<file path="src/rtl/msl_pkg.sv">
// shared types, constants and helpers for the multichannel motor slew limiter
package msl_pkg;

  localparam int NUM_CHANNELS_DEF = 10;
  localparam int CHAN_W           = 4;
  localparam int LEVEL_W          = 8;
  localparam int CFG_W            = 8;

  localparam logic [CFG_W-1:0] STEP_LIMIT_RESET = 8'd15;
  localparam logic [CFG_W-1:0] DEADBAND_RESET   = 8'd15;

  typedef enum logic {
    KIND_SET  = 1'b0,
    KIND_TICK = 1'b1
  } kind_t;

  typedef enum logic {
    CFG_STEP_LIMIT = 1'b0,
    CFG_DEADBAND   = 1'b1
  } cfg_reg_t;

  typedef struct packed {
    kind_t                      kind;
    logic [CHAN_W-1:0]          channel;
    logic signed [LEVEL_W-1:0]  command;
  } in_item_t;

  typedef struct packed {
    logic [CHAN_W-1:0]          out_channel;
    logic signed [LEVEL_W-1:0]  drive;
    logic                       last;
  } out_item_t;

  // command magnitude below the deadband becomes zero
  function automatic logic signed [LEVEL_W-1:0] apply_deadband(
    input logic signed [LEVEL_W-1:0] cmd,
    input logic [CFG_W-1:0]          band
  );
    logic [LEVEL_W:0] mag;
    begin
      mag = cmd[LEVEL_W-1] ? (LEVEL_W+1)'(-$signed({cmd[LEVEL_W-1], cmd}))
                           : {1'b0, cmd};
      apply_deadband = (mag < {1'b0, band}) ? '0 : cmd;
    end
  endfunction

endpackage

</file>
<file path="src/rtl/msl_slew_unit.sv">
// shared slew step: moves one drive level toward its target by at most the step limit
module msl_slew_unit
  import msl_pkg::*;
(
  input  logic signed [LEVEL_W-1:0] target,
  input  logic signed [LEVEL_W-1:0] drive,
  input  logic [CFG_W-1:0]          step_limit,
  output logic signed [LEVEL_W-1:0] new_drive
);

  logic signed [LEVEL_W:0] diff;
  logic [LEVEL_W:0]        mag;
  logic [LEVEL_W:0]        step;
  logic signed [LEVEL_W:0] sum;

  always_comb begin
    diff = $signed({target[LEVEL_W-1], target}) - $signed({drive[LEVEL_W-1], drive});
    mag  = diff[LEVEL_W] ? (LEVEL_W+1)'(-diff) : diff;
    step = ({1'b0, step_limit} < mag) ? {1'b0, step_limit} : mag;
    sum  = diff[LEVEL_W] ? $signed({drive[LEVEL_W-1], drive}) - $signed(step)
                         : $signed({drive[LEVEL_W-1], drive}) + $signed(step);
    new_drive = sum[LEVEL_W-1:0];
  end

endmodule

</file>
<file path="src/rtl/multichannel_motor_slew_limiter.sv">
// top level: per-channel target and drive stores, sequencer around the shared slew unit
//
// usage
// - in channel: in_valid/in_ready/in_data. a set beat writes one channel's
//   target (deadband applied) in the cycle it is accepted and gives no result;
//   a set beat for a channel at or above NUM_CHANNELS is dropped
// - a tick beat starts a walk over channels 0 to NUM_CHANNELS-1; each channel
//   passes through ST_CALC in the slew unit and then ST_SEND, where its result
//   stays on out_data until out_ready; the last beat carries last = 1
// - in_ready stays low for the whole walk; the walk simply waits while
//   out_ready is low, nothing is lost
// - cfg channel: cfg_valid/cfg_ready/cfg_index/cfg_data, always ready; the user
//   must have it written only while the block is idle, the block does not enforce this
// - reset: synchronous, active low; clears all targets and drive levels,
//   loads step_limit 15 and deadband 15, no result pending
module multichannel_motor_slew_limiter
  import msl_pkg::*;
#(
  parameter int NUM_CHANNELS = NUM_CHANNELS_DEF
) (
  input  logic             clk,
  input  logic             rst_n,
  input  logic             in_valid,
  output logic             in_ready,
  input  in_item_t         in_data,
  output logic             out_valid,
  input  logic             out_ready,
  output out_item_t        out_data,
  input  logic             cfg_valid,
  output logic             cfg_ready,
  input  cfg_reg_t         cfg_index,
  input  logic [CFG_W-1:0] cfg_data
);

  localparam int IDX_W = (NUM_CHANNELS > 1) ? $clog2(NUM_CHANNELS) : 1;
  localparam logic [IDX_W-1:0] LAST_IDX = IDX_W'(NUM_CHANNELS - 1);
  localparam logic [CHAN_W:0]  NUM_CH   = (CHAN_W+1)'(NUM_CHANNELS);

  typedef enum logic [1:0] {
    ST_IDLE,
    ST_CALC,
    ST_SEND
  } state_t;

  state_t                    state_r, state_nxt;
  logic [IDX_W-1:0]          idx_r, idx_nxt;
  out_item_t                 out_r, out_nxt;
  logic [CFG_W-1:0]          step_limit_r;
  logic [CFG_W-1:0]          deadband_r;
  logic signed [LEVEL_W-1:0] target_r [NUM_CHANNELS];
  logic signed [LEVEL_W-1:0] drive_r  [NUM_CHANNELS];

  logic                      in_beat;
  logic                      set_ok;
  logic signed [LEVEL_W-1:0] new_drive;

  assign in_ready  = (state_r == ST_IDLE);
  assign out_valid = (state_r == ST_SEND);
  assign out_data  = out_r;
  assign cfg_ready = 1'b1;
  assign in_beat   = in_valid && in_ready;
  assign set_ok    = in_beat && (in_data.kind == KIND_SET) &&
                     ({1'b0, in_data.channel} < NUM_CH);

  msl_slew_unit u_slew (
    .target     (target_r[idx_r]),
    .drive      (drive_r[idx_r]),
    .step_limit (step_limit_r),
    .new_drive  (new_drive)
  );

  always_comb begin
    state_nxt = state_r;
    idx_nxt   = idx_r;
    out_nxt   = out_r;
    unique case (state_r)
      ST_IDLE: begin
        if (in_beat && (in_data.kind == KIND_TICK)) begin
          idx_nxt   = '0;
          state_nxt = ST_CALC;
        end
      end
      ST_CALC: begin
        out_nxt.out_channel = CHAN_W'(idx_r);
        out_nxt.drive       = new_drive;
        out_nxt.last        = (idx_r == LAST_IDX);
        state_nxt           = ST_SEND;
      end
      ST_SEND: begin
        if (out_ready) begin
          if (out_r.last) begin
            state_nxt = ST_IDLE;
          end else begin
            idx_nxt   = idx_r + 1'b1;
            state_nxt = ST_CALC;
          end
        end
      end
      default: state_nxt = ST_IDLE;
    endcase
  end

  always_ff @(posedge clk) begin
    if (!rst_n) begin
      state_r <= ST_IDLE;
      idx_r   <= '0;
    end else begin
      state_r <= state_nxt;
      idx_r   <= idx_nxt;
    end
    out_r <= out_nxt;
  end

  always_ff @(posedge clk) begin
    if (!rst_n) begin
      step_limit_r <= STEP_LIMIT_RESET;
      deadband_r   <= DEADBAND_RESET;
    end else if (cfg_valid && cfg_ready) begin
      unique case (cfg_index)
        CFG_STEP_LIMIT: step_limit_r <= cfg_data;
        CFG_DEADBAND:   deadband_r   <= cfg_data;
        default: ;
      endcase
    end
  end

  always_ff @(posedge clk) begin
    if (!rst_n) begin
      for (int i = 0; i < NUM_CHANNELS; i++) begin
        target_r[i] <= '0;
        drive_r[i]  <= '0;
      end
    end else begin
      if (set_ok) begin
        target_r[in_data.channel[IDX_W-1:0]] <= apply_deadband(in_data.command, deadband_r);
      end
      if (state_r == ST_CALC) begin
        drive_r[idx_r] <= new_drive;
      end
    end
  end

endmodule

</file>
<file path="config.mk">
export PLATFORM = sky130hd
export DESIGN_NAME = multichannel_motor_slew_limiter
export DESIGN_NICKNAME = d
export VERILOG_FILES = /design/src/rtl/msl_pkg.sv /design/src/rtl/msl_slew_unit.sv /design/src/rtl/multichannel_motor_slew_limiter.sv
export SDC_FILE = /design/constraint.sdc
export NUM_CORES = 1
export LEC_CHECK = 0
export BUFFER_PORTS_ARGS = -buffer_cell sky130_fd_sc_hd__buf_2
export CAP_MARGIN = 20
export CORE_MARGIN = 2
export CORE_UTILIZATION = 45
export CTS_CLUSTER_DIAMETER = 50
export DETAILED_ROUTE_END_ITERATION = 7
export GPL_TIMING_DRIVEN = 0
export HOLD_SLACK_MARGIN = 0.06
export SETUP_SLACK_MARGIN = 0.05
export SLEW_MARGIN = 20
export SYNTH_ARGS = -nofsm -noshare
export SYNTH_HDL_FRONTEND = slang
export SYNTH_SLANG_ARGS = --single-unit
export TNS_END_PERCENT = 30
</file>
<file path="constraint.sdc">
create_clock -name clk -period 7.5 [get_ports clk]
set_input_delay 1.125 -clock clk [delete_from_list [all_inputs] [get_ports clk]]
set_output_delay 1.125 -clock clk [all_outputs]
set_load 0.005 [all_outputs]
</file>
==> results of run 1 <==
metal layers:
| layer | track usage | vias to the layer above |
|---|---|---|
| met5 | 0 | - |
| met4 | 0.06537 | 4 |
| met3 | 0.05201 | 57 |
| met2 | 0.3261 | 304 |
| met1 | 0.3042 | 4563 |
| li1 | - | 4105 |
state kept, by name (all words and copies together), names as in the netlist, named ones only:
signal	cells
target_r	128
step_limit_r	8
idx_r	4
state_r	2
deadband_r	8
drive_r	128
out_data	13
worst max-delay path, delay by kind of cell (launching register included):
family	cells	cell delay (ns)
compound gates	14	2.59
mux	2	1.11
buf+inv	6	0.95
fa+ha+maj	3	0.83
simple gates	6	0.61
flops	1	0.47
xor+xnor	2	0.38
how the worst min path moves through the flow:
stage                     slack (ns)             to          start
after floorplan                 0.43   out_data[10]       idx_r[1]
after global placement          0.46  deadband_r[4]  deadband_r[4]
after detailed placement        0.45   out_data[10]       idx_r[1]
after CTS                       0.45   out_data[10]       idx_r[1]
after global routing            0.47   out_data[10]       idx_r[1]
final                           0.45   out_data[10]       idx_r[1]
cells by family (layout without fill, tap and decap cells):
logic type / Yosys count / in the layout / synth area share
AOI/OAI and AO/OA: 82 / 83 / 0.04201
other: 2 / 49 / 0.0005308
muxes: 84 / 84 / 0.1304
buffers and inverters: 109 / 250 / 0.03077
and+or+nand+nor: 353 / 353 / 0.1346
DFF: 295 / 295 / 0.6077
adders and majority gates: 34 / 34 / 0.03113
xor gates and xnor gates: 37 / 37 / 0.02290
cell usage in the layout (no fill, tap or decap), types with 9 or more instances in the layout:
cell | synthesis | routed
edfxtp_1 | 269 | 269
nand2_1 | 97 | 94
nor2_1 | 92 | 90
mux4_2 | 80 | 80
nor4b_1 | 49 | 49
conb_1 | 2 | 49
buf_2 | 5 | 42
clkbuf_1 | 46 | 41
clkbuf_16 | 0 | 40
inv_1 | 42 | 39
buf_4 | 3 | 35
ha_1 | 32 | 28
xnor2_1 | 26 | 25
dfxtp_1 | 26 | 24
nor4_1 | 17 | 17
nor3_1 | 16 | 16
a21o_1 | 13 | 13
o21ai_0 | 15 | 12
nand3_1 | 13 | 12
a21oi_1 | 12 | 9
per-stage QoR:
stage	util	hold WS (ns)
finish	0.5487	0.4535
global route	0.5487	0.4681
CTS	0.5370	0.4513
detailed placement	0.4892	0.4518
global placement	0.4885	0.4562
floorplan	-	0.4323
area by class of cell:
type / instances / share of cell area
clock inverters: 24 / 0.01276
plain buffers: 63 / 0.02329
inverters: 43 / 0.009567
repair buffers: 74 / 0.02996
well taps: 396 / 0.02937
flip-flops and latches: 295 / 0.5101
clock buffers: 46 / 0.06000
multi-input cells: 640 / 0.3250
power by group:
part	switching, mW	internal, mW	total, mW
Sequential	0.0184	1.86	1.88
Combinational	0.411	0.285	0.696
Clock	0.711	1.04	1.76
Total	1.14	3.19	4.33
timing repair:
item                       CTS  global route
buffers inserted            11            22
setup endpoints to repair  133            93
resized for setup           62            34
pin swaps                    3            18
gates cloned                 0             3
==> results by group, run 1 <==
Yosys
  • Number of synthesis warnings: 0
  • Synthesized area: 14150 um2
  • Part of the Yosys area used for sequential elements: 0.6077
  • Post-synth EDFFs: 269
  • Yosys reg bits: 295
  • Mapped Cells: 996
  • Count leader, synth: edfxtp_1
  • Share of the synthesized area in the top cell type: 0.5709
  • Top cell type by total area after synthesis: edfxtp_1
  • Post-synth top flop: edfxtp_1
  • Most area-consuming cells after synthesis: edfxtp_1 57%, mux4_2 13%, dfxtp_1 3.7%
  • Post-synth top cells: 269 x edfxtp_1, 97 x nand2_1, 92 x nor2_1
  • Async S/R FF share, synth: 0
  • Yosys cell types: 69
  • Avg Cell Area, Syn: 14.21 um2

Pwr
  • PwrDens: 256.5 nW/um2
  • Leakage: 6.050 nW
  • Pwr Total: 4.328 mW
  • Max IR drop VDD: 0.0001402 V

Setup path
  • Slowest Stage Delay on Critical Path: 0.56 ns
  • Max FO, Critical Path: 7
  • CP most frequent cell: a21o_1
  • Worst R2R Setup Slack: 0.27 ns
  • Crit start category: flop
  • Reg2reg end: drive_r[5][7]
  • Setup crit end: drive_r[5][7]
  • Slowest cell on the critical path: mux4_2
  • CP endpoint kind: flop
  • Reg2reg path depth: 33
  • Critical path class: reg -> reg
  • WP data required: 7.77 ns
  • CP arrival: 7.50 ns

Run
  • Number of max-cap violations: 0

CTS
  • Max Root-Sink Buffers: 3
  • TritonCTS clock tree: built
  • Htree depth: 2
  • Num CTS Buffers: 38
  • Clock transition at the registers of the reported paths: 0.06 ns
  • Clock Latency Late Sink: 0.54 ns
  • Clk sinks: 295
  • Hold buffers post-CTS: 0
  • CTS root buf: clkbuf_16

Place
  • DP Area: 15040 um2
  • Gpl congestion: 0.8040
  • # port buffers: 39
  • Dpl ws: -1.690 ns
  • DPL Wire Length: 24.48 mm
  • Cell Count Post-Placement: 1479

STA
  • Max Clock Skew: 0.02882 ns
  • Period minus WS final: 7.235 ns
  • RSZ-0062 raised after global routing: true
  • Final worst path period share: 0.9647
  • Highest clock rate: 138.2 MHz
  • # setup viols final: 0
  • Worst slew margin: 0.4044
  • Final worst slack: 0.2650 ns
  • Hold violation count in the final report: 0
  • Pins over their slew limit: 0
  • Setup TNS: 0 ns
  • Slew of the pin with the lowest slew margin: 0.8901 ns

Drt
  • Vias per cell: 5.713
  • Metal3 WL: 2.756 mm
  • DR DRC count: 0
  • Drt first-iter violations: 880
  • Final wirelength: 34.93 mm
  • ANT nets after route: 0
  • M1 wire length: 15.38 mm
  • Top routing layer in use: met5
  • Initial DRT Pass Iterations: 5
  • Routed via count: 9033
  • Routed length per instance: 22.10 um
  • Detail Route met2 WL: 15.90 mm

Cells and area
  • Layout cells sized above 1: 0.2464
  • Nets: 1216
  • Area of the multi-input gates: 5483 um2
  • ANT cells: 0
  • Fin cells: 1581
  • Final instance area: 16870 um2
  • Layout area overhead: 19.24%
  • FF+latch area: 8606 um2
  • Filler instances: 2538

Floorplanning
  • Die Wd: 181.3 um
  • Initial core utilization: 0.4601
  • Die area: 32880 um2
  • Die height: 181.3 um
  • IO Pins: 43
  • Core Region: 30750 um2
  • Row count: 64

Worst hold path
  • Worst Hold Class: reg -> reg
  • Worst Hold Path Cells: 0

GRT
  • First-pass GRT wire length: 52.65 mm
  • Total GRT Usage: 0.2135
  • Vias in the first global route: 8942
  • Antenna violations before repair: 2
  • Global route overflow: 0
  • Largest net degree at the start of global routing: 14

Status
  • Status: finished, final reports clean
Note: power is estimated with default switching activity, not from simulation.
==> run 2: changes to the inputs <==
--- a/config.mk
+++ b/config.mk
@@ -13,6 +13,7 @@
 export DETAILED_ROUTE_END_ITERATION = 7
 export GPL_TIMING_DRIVEN = 0
 export HOLD_SLACK_MARGIN = 0.06
+export MAX_ROUTING_LAYER = met4
 export SETUP_SLACK_MARGIN = 0.05
 export SLEW_MARGIN = 20
 export SYNTH_ARGS = -nofsm -noshare
==> results by group, run 2 (synthesized netlist as in run 1, its figures left out) <==
Worst hold path
  • Worst Hold Class: reg -> reg
  • Worst Hold Path Cells: 0

STA
  • Period minus WS final: 7.230 ns
  • Pins over their slew limit: 0
  • Highest clock rate: 138.3 MHz
  • # setup viols final: 0
  • Worst slew margin: 0.4089
  • Slew of the pin with the lowest slew margin: 0.8867 ns
  • Final worst slack: 0.2700 ns
  • Hold violation count in the final report: 0
  • RSZ-0062 raised after global routing: true
  • Final worst path period share: 0.9640
  • Max Clock Skew: 0.02921 ns
  • Worst hold slack: 0.4576 ns

Drt
  • Routed length per instance: 22.01 um
  • Vias per cell: 5.696
  • Routed via count: 9011
  • ANT nets after route: 0
  • Initial DRT Pass Iterations: 5
  • Drt first-iter violations: 988
  • DR DRC count: 0
  • Final wirelength: 34.82 mm

Cells and area
  • Layout area overhead: 19.38%
  • Commonest non-fill, non-tap cell in the layout: edfxtp_1
  • Layout Utilization: 0.5493
  • Nets: 1215
  • Filler instances: 2536
  • Fin cells: 1582
  • Layout cells sized above 1: 0.2508
  • Most frequent cells in the layout: 269 x edfxtp_1, 93 x nand2_1, 90 x nor2_1, 80 x mux4_2

CTS
  • Htree depth: 2
  • Clock transition at the registers of the reported paths: 0.06 ns
  • Clk sinks: 295
  • Max Root-Sink Buffers: 3
  • Num CTS Buffers: 38
  • CTS root buf: clkbuf_16
  • Clock Latency Late Sink: 0.54 ns
  • TritonCTS clock tree: built
  • Hold buffers post-CTS: 0

Place
  • Cell Count Post-Placement: 1479
  • Dpl ws: -1.690 ns
  • Gpl congestion: 0.8157
  • # port buffers: 39
  • DPL Wire Length: 24.48 mm

Setup path
  • Slowest cell on the critical path: mux4_2
  • CP most frequent cell: a21o_1
  • CP endpoint kind: flop
  • Slowest Stage Delay on Critical Path: 0.51 ns
  • Critical path class: reg -> reg
  • Reg2reg path depth: 34
  • CP arrival: 7.50 ns
  • Max FO, Critical Path: 8
  • Crit start category: flop
  • WP data required: 7.77 ns

GRT
  • First-pass GRT wire length: 52.65 mm
  • Vias in the first global route: 8945
  • Largest net degree at the start of global routing: 14
  • Total GRT Usage: 0.2200
  • Antenna violations before repair: 2
  • Global route overflow: 0

Floorplanning
  • Die height: 181.3 um
  • Initial core utilization: 0.4601
  • Core Region: 30750 um2
  • Die area: 32880 um2
  • IO Pins: 43
  • Die Wd: 181.3 um
  • Row count: 64

Pwr
  • Leakage: 6.055 nW
  • PwrDens: 256.5 nW/um2
  • Pwr Total: 4.333 mW
  • Max IR drop VDD: 0.0001402 V

Run
  • Number of max-cap violations: 0

Status
  • Status: finished, final reports clean
-- run 2: per-stage QoR --
| stage | TNS, ns | area (um2) |
|---|---|---|
| 3_3_place_gp | -136.86 | 15020 |
| 2_1_floorplan | 0 | 14330 |
| 6_report | 0 | 16890 |
| 3_5_place_dp | -138.90 | 15040 |
| 4_1_cts | 0 | 16510 |
| 5_1_grt | -0.02626 | 16890 |
-- run 2: where the power goes --
| group | switching (mW) | internal [mW] |
|---|---|---|
| registers | 0.0185 | 1.86 |
| clock network | 0.713 | 1.04 |
| logic | 0.412 | 0.287 |
| total | 1.14 | 3.19 |
-- run 2: worst paths after layout --
path / start / endpoint / slack (ns)
min: idx_r[1] / out_data[10] / 0.46
max reg2reg: flop / drive_r[5][7] / 0.27
min reg2reg: idx_r[1] / out_data[10] / 0.46
max: flop / drive_r[5][7] / 0.27
-- run 2: final cells by class --
type	count	area (um2)	share of cell area
sequential	295	8606	0.5095
buffer	63	392.9	0.02326
inverter	43	161.4	0.009556
multi-input combinational	639	5497	0.3254
clock buffer	46	1012	0.05993
clock inverter	24	215.2	0.01274
tap	396	495.5	0.02934
timing repair buffer	74	505.5	0.02993
antenna	2	5.005	0.0002963
-- run 2: critical path, delay by kind of cell (launching register included) --
kind,cells,cell delay [ns]
and+or+nand+nor,8,1.04
AOI/OAI and AO/OA,12,2.21
DFF,1,0.47
buffers and inverters,6,0.85
muxes,2,1.00
xor gates and xnor gates,2,0.31
adders and majority gates,4,1.07
-- run 2: repair_timing --
item | 4_1_cts | 5_1_grt
resized for setup | 62 | 41
endpoints found under the hold margin | 0 | 0
pin swaps | 3 | 19
cloned | 0 | 2
setup buffers | 11 | 22
endpoints found under the setup margin | 133 | 93
-- run 2: metal layers --
layer  GRT usage  up-vias  routed length [um]
li1            -     4094                   -
met1      0.3050     4524               15430
met2      0.3257      342               15820
met3     0.05120       51                2750
met4     0.06537        0                 821
met5           -        -                   0
==> run 3: changes to the inputs <==
--- a/config.mk
+++ b/config.mk
@@ -6,16 +6,16 @@
 export NUM_CORES = 1
 export LEC_CHECK = 0
 export BUFFER_PORTS_ARGS = -buffer_cell sky130_fd_sc_hd__buf_2
-export CAP_MARGIN = 20
 export CORE_MARGIN = 2
 export CORE_UTILIZATION = 45
+export CTS_BUF_LIST = sky130_fd_sc_hd__clkbuf_2
 export CTS_CLUSTER_DIAMETER = 50
 export DETAILED_ROUTE_END_ITERATION = 7
 export GPL_TIMING_DRIVEN = 0
 export HOLD_SLACK_MARGIN = 0.06
 export MAX_ROUTING_LAYER = met4
 export SETUP_SLACK_MARGIN = 0.05
-export SLEW_MARGIN = 20
+export SLEW_MARGIN = 40
 export SYNTH_ARGS = -nofsm -noshare
 export SYNTH_HDL_FRONTEND = slang
 export SYNTH_SLANG_ARGS = --single-unit
==> results by group, run 3 (synthesized netlist as in run 1, its figures left out) <==
Setup path
  • Worst R2R Setup Slack: 0.24 ns
  • Max FO, Critical Path: 10
  • WP data required: 8.15 ns
  • CP arrival: 7.90 ns
  • Slowest Stage Delay on Critical Path: 0.58 ns
  • CP most frequent cell: a21o_1
  • Crit path max-delay family: compound AO/OA/AOI/OAI gates
  • CP endpoint kind: flop
  • Buf/Inv on CP: 5
  • Critical path class: reg -> reg
  • Crit start category: flop
  • Slowest cell on the critical path: mux4_2

STA
  • # setup viols final: 0
  • Period minus WS final: 7.255 ns
  • Highest clock rate: 137.8 MHz
  • Final worst path period share: 0.9674
  • Max Clock Skew: 0.1038 ns
  • Worst slew margin: 0.4181
  • Hold violation count in the final report: 0
  • RSZ-0062 raised after global routing: false
  • Pins over their slew limit: 0
  • Slew of the pin with the lowest slew margin: 0.8728 ns

Floorplanning
  • Die area: 32880 um2
  • Core Region: 30750 um2
  • Die height: 181.3 um
  • Initial core utilization: 0.4601
  • Row count: 64
  • IO Pins: 43
  • Die Wd: 181.3 um

Cells and area
  • Most frequent cells in the layout: 269 x edfxtp_1, 119 x clkbuf_2, 93 x nand2_1, 88 x nor2_1, 80 x mux4_2
  • Commonest non-fill, non-tap cell in the layout: edfxtp_1
  • Final instance area: 16570 um2
  • Layout area overhead: 17.15%
  • Fin cells: 1668
  • Layout Utilization: 0.5390
  • Nets: 1267
  • Layout cells sized above 1: 0.2963

Place
  • # port buffers: 39
  • DPL Wire Length: 24.38 mm
  • DP Area: 15060 um2
  • Gpl congestion: 0.8157
  • Cell Count Post-Placement: 1479

Pwr
  • PwrDens: 231.8 nW/um2
  • Clock network power share: 0.325
  • Sw frac: 0.2933
  • Combinational Power Share: 0.188
  • Pwr Total: 3.843 mW
  • Max IR drop VDD: 0.0001227 V
  • Sequential Power Share: 0.487
  • Net Sw Power: 1.127 mW
  • Int Pwr: 2.716 mW
  • Leakage: 6.091 nW

CTS
  • Hold buffers post-CTS: 0
  • Num CTS Buffers: 80
  • Clock transition at the registers of the reported paths: 0.12 ns
  • Clock Latency Late Sink: 0.90 ns
  • Htree depth: 3
  • Clk sinks: 295
  • CTS root buf: clkbuf_2
  • TritonCTS clock tree: built
  • Max Root-Sink Buffers: 3

Drt
  • Routed length per instance: 21.07 um
  • Vias per cell: 5.567
  • Final wirelength: 35.14 mm
  • Drt first-iter violations: 946
  • ANT nets after route: 0
  • Routed via count: 9285
  • Initial DRT Pass Iterations: 6
  • DR DRC count: 0

GRT
  • First-pass GRT wire length: 53.26 mm
  • Antenna violations before repair: 3
  • Global route overflow: 0
  • Total GRT Usage: 0.2229
  • Vias in the first global route: 9205
  • Largest net degree at the start of global routing: 16

Worst hold path
  • Worst Hold Class: reg -> reg

Status
  • Status: finished, final reports clean

Run
  • Number of max-cap violations: 0
[run 3: worst paths after layout]
kind                      start             to  cells after the start
setup / recovery           flop  drive_r[2][7]                     31
setup reg to reg           flop  drive_r[2][7]                     31
hold reg to reg   deadband_r[7]  deadband_r[7]                      2
hold / removal    deadband_r[7]  deadband_r[7]                      2
[run 3: power by group through the flow]
| stage | Clock [mW] | Sequential [mW] | Combinational, mW |
|---|---|---|---|
| floorplan | 0 | 1.90 | 0.395 |
| finish | 1.25 | 1.87 | 0.722 |
| CTS | 1.28 | 1.87 | 0.595 |
| global placement | 0 | 1.91 | 0.540 |
| global route | 1.37 | 1.88 | 0.783 |
| detailed placement | 0 | 1.91 | 0.548 |
[run 3: tightest hold or removal path: cells and delay by family (launching register included)]
family	cells	cell delay, ns
and+or+nand+nor	1	0.05
AOI/OAI and AO/OA	1	0.06
DFF	1	0.33
[run 3: repair_timing]
action                     4_1_cts  5_1_grt
cloned                           0        1
resized for setup               52       40
setup buffers                   13       30
setup endpoints to repair      133       86
hold endpoints to repair         0        0
pin swaps                        7       30
[run 3: stage by stage]
step	hold WS, ns	setup WS, ns	setup TNS [ns]
global route	0.4315	0.006253	0
detailed placement	0.4653	-1.575	-125.47
finish	0.4813	0.2446	0
global placement	0.4562	-1.654	-136.86
floorplan	0.4323	0.1012	0
CTS	0.4077	0.05081	0
[run 3: metal layers]
layer	GRT usage	up-vias	wire (um)
li1	-	4243	-
met1	0.3084	4608	15380
met2	0.3272	361	16030
met3	0.05624	73	2960
met4	0.06667	0	769
met5	-	-	0
[run 3: final cells by class]
type	count	area, um2
fill	2676	14170
sequential	295	8606
multi-input combinational	639	5525
timing repair buffer	84	575.6
clock buffer	113	565.5
tap	396	495.5
buffer	63	386.6
clock inverter	32	251.5
inverter	43	161.4
antenna	3	7.507
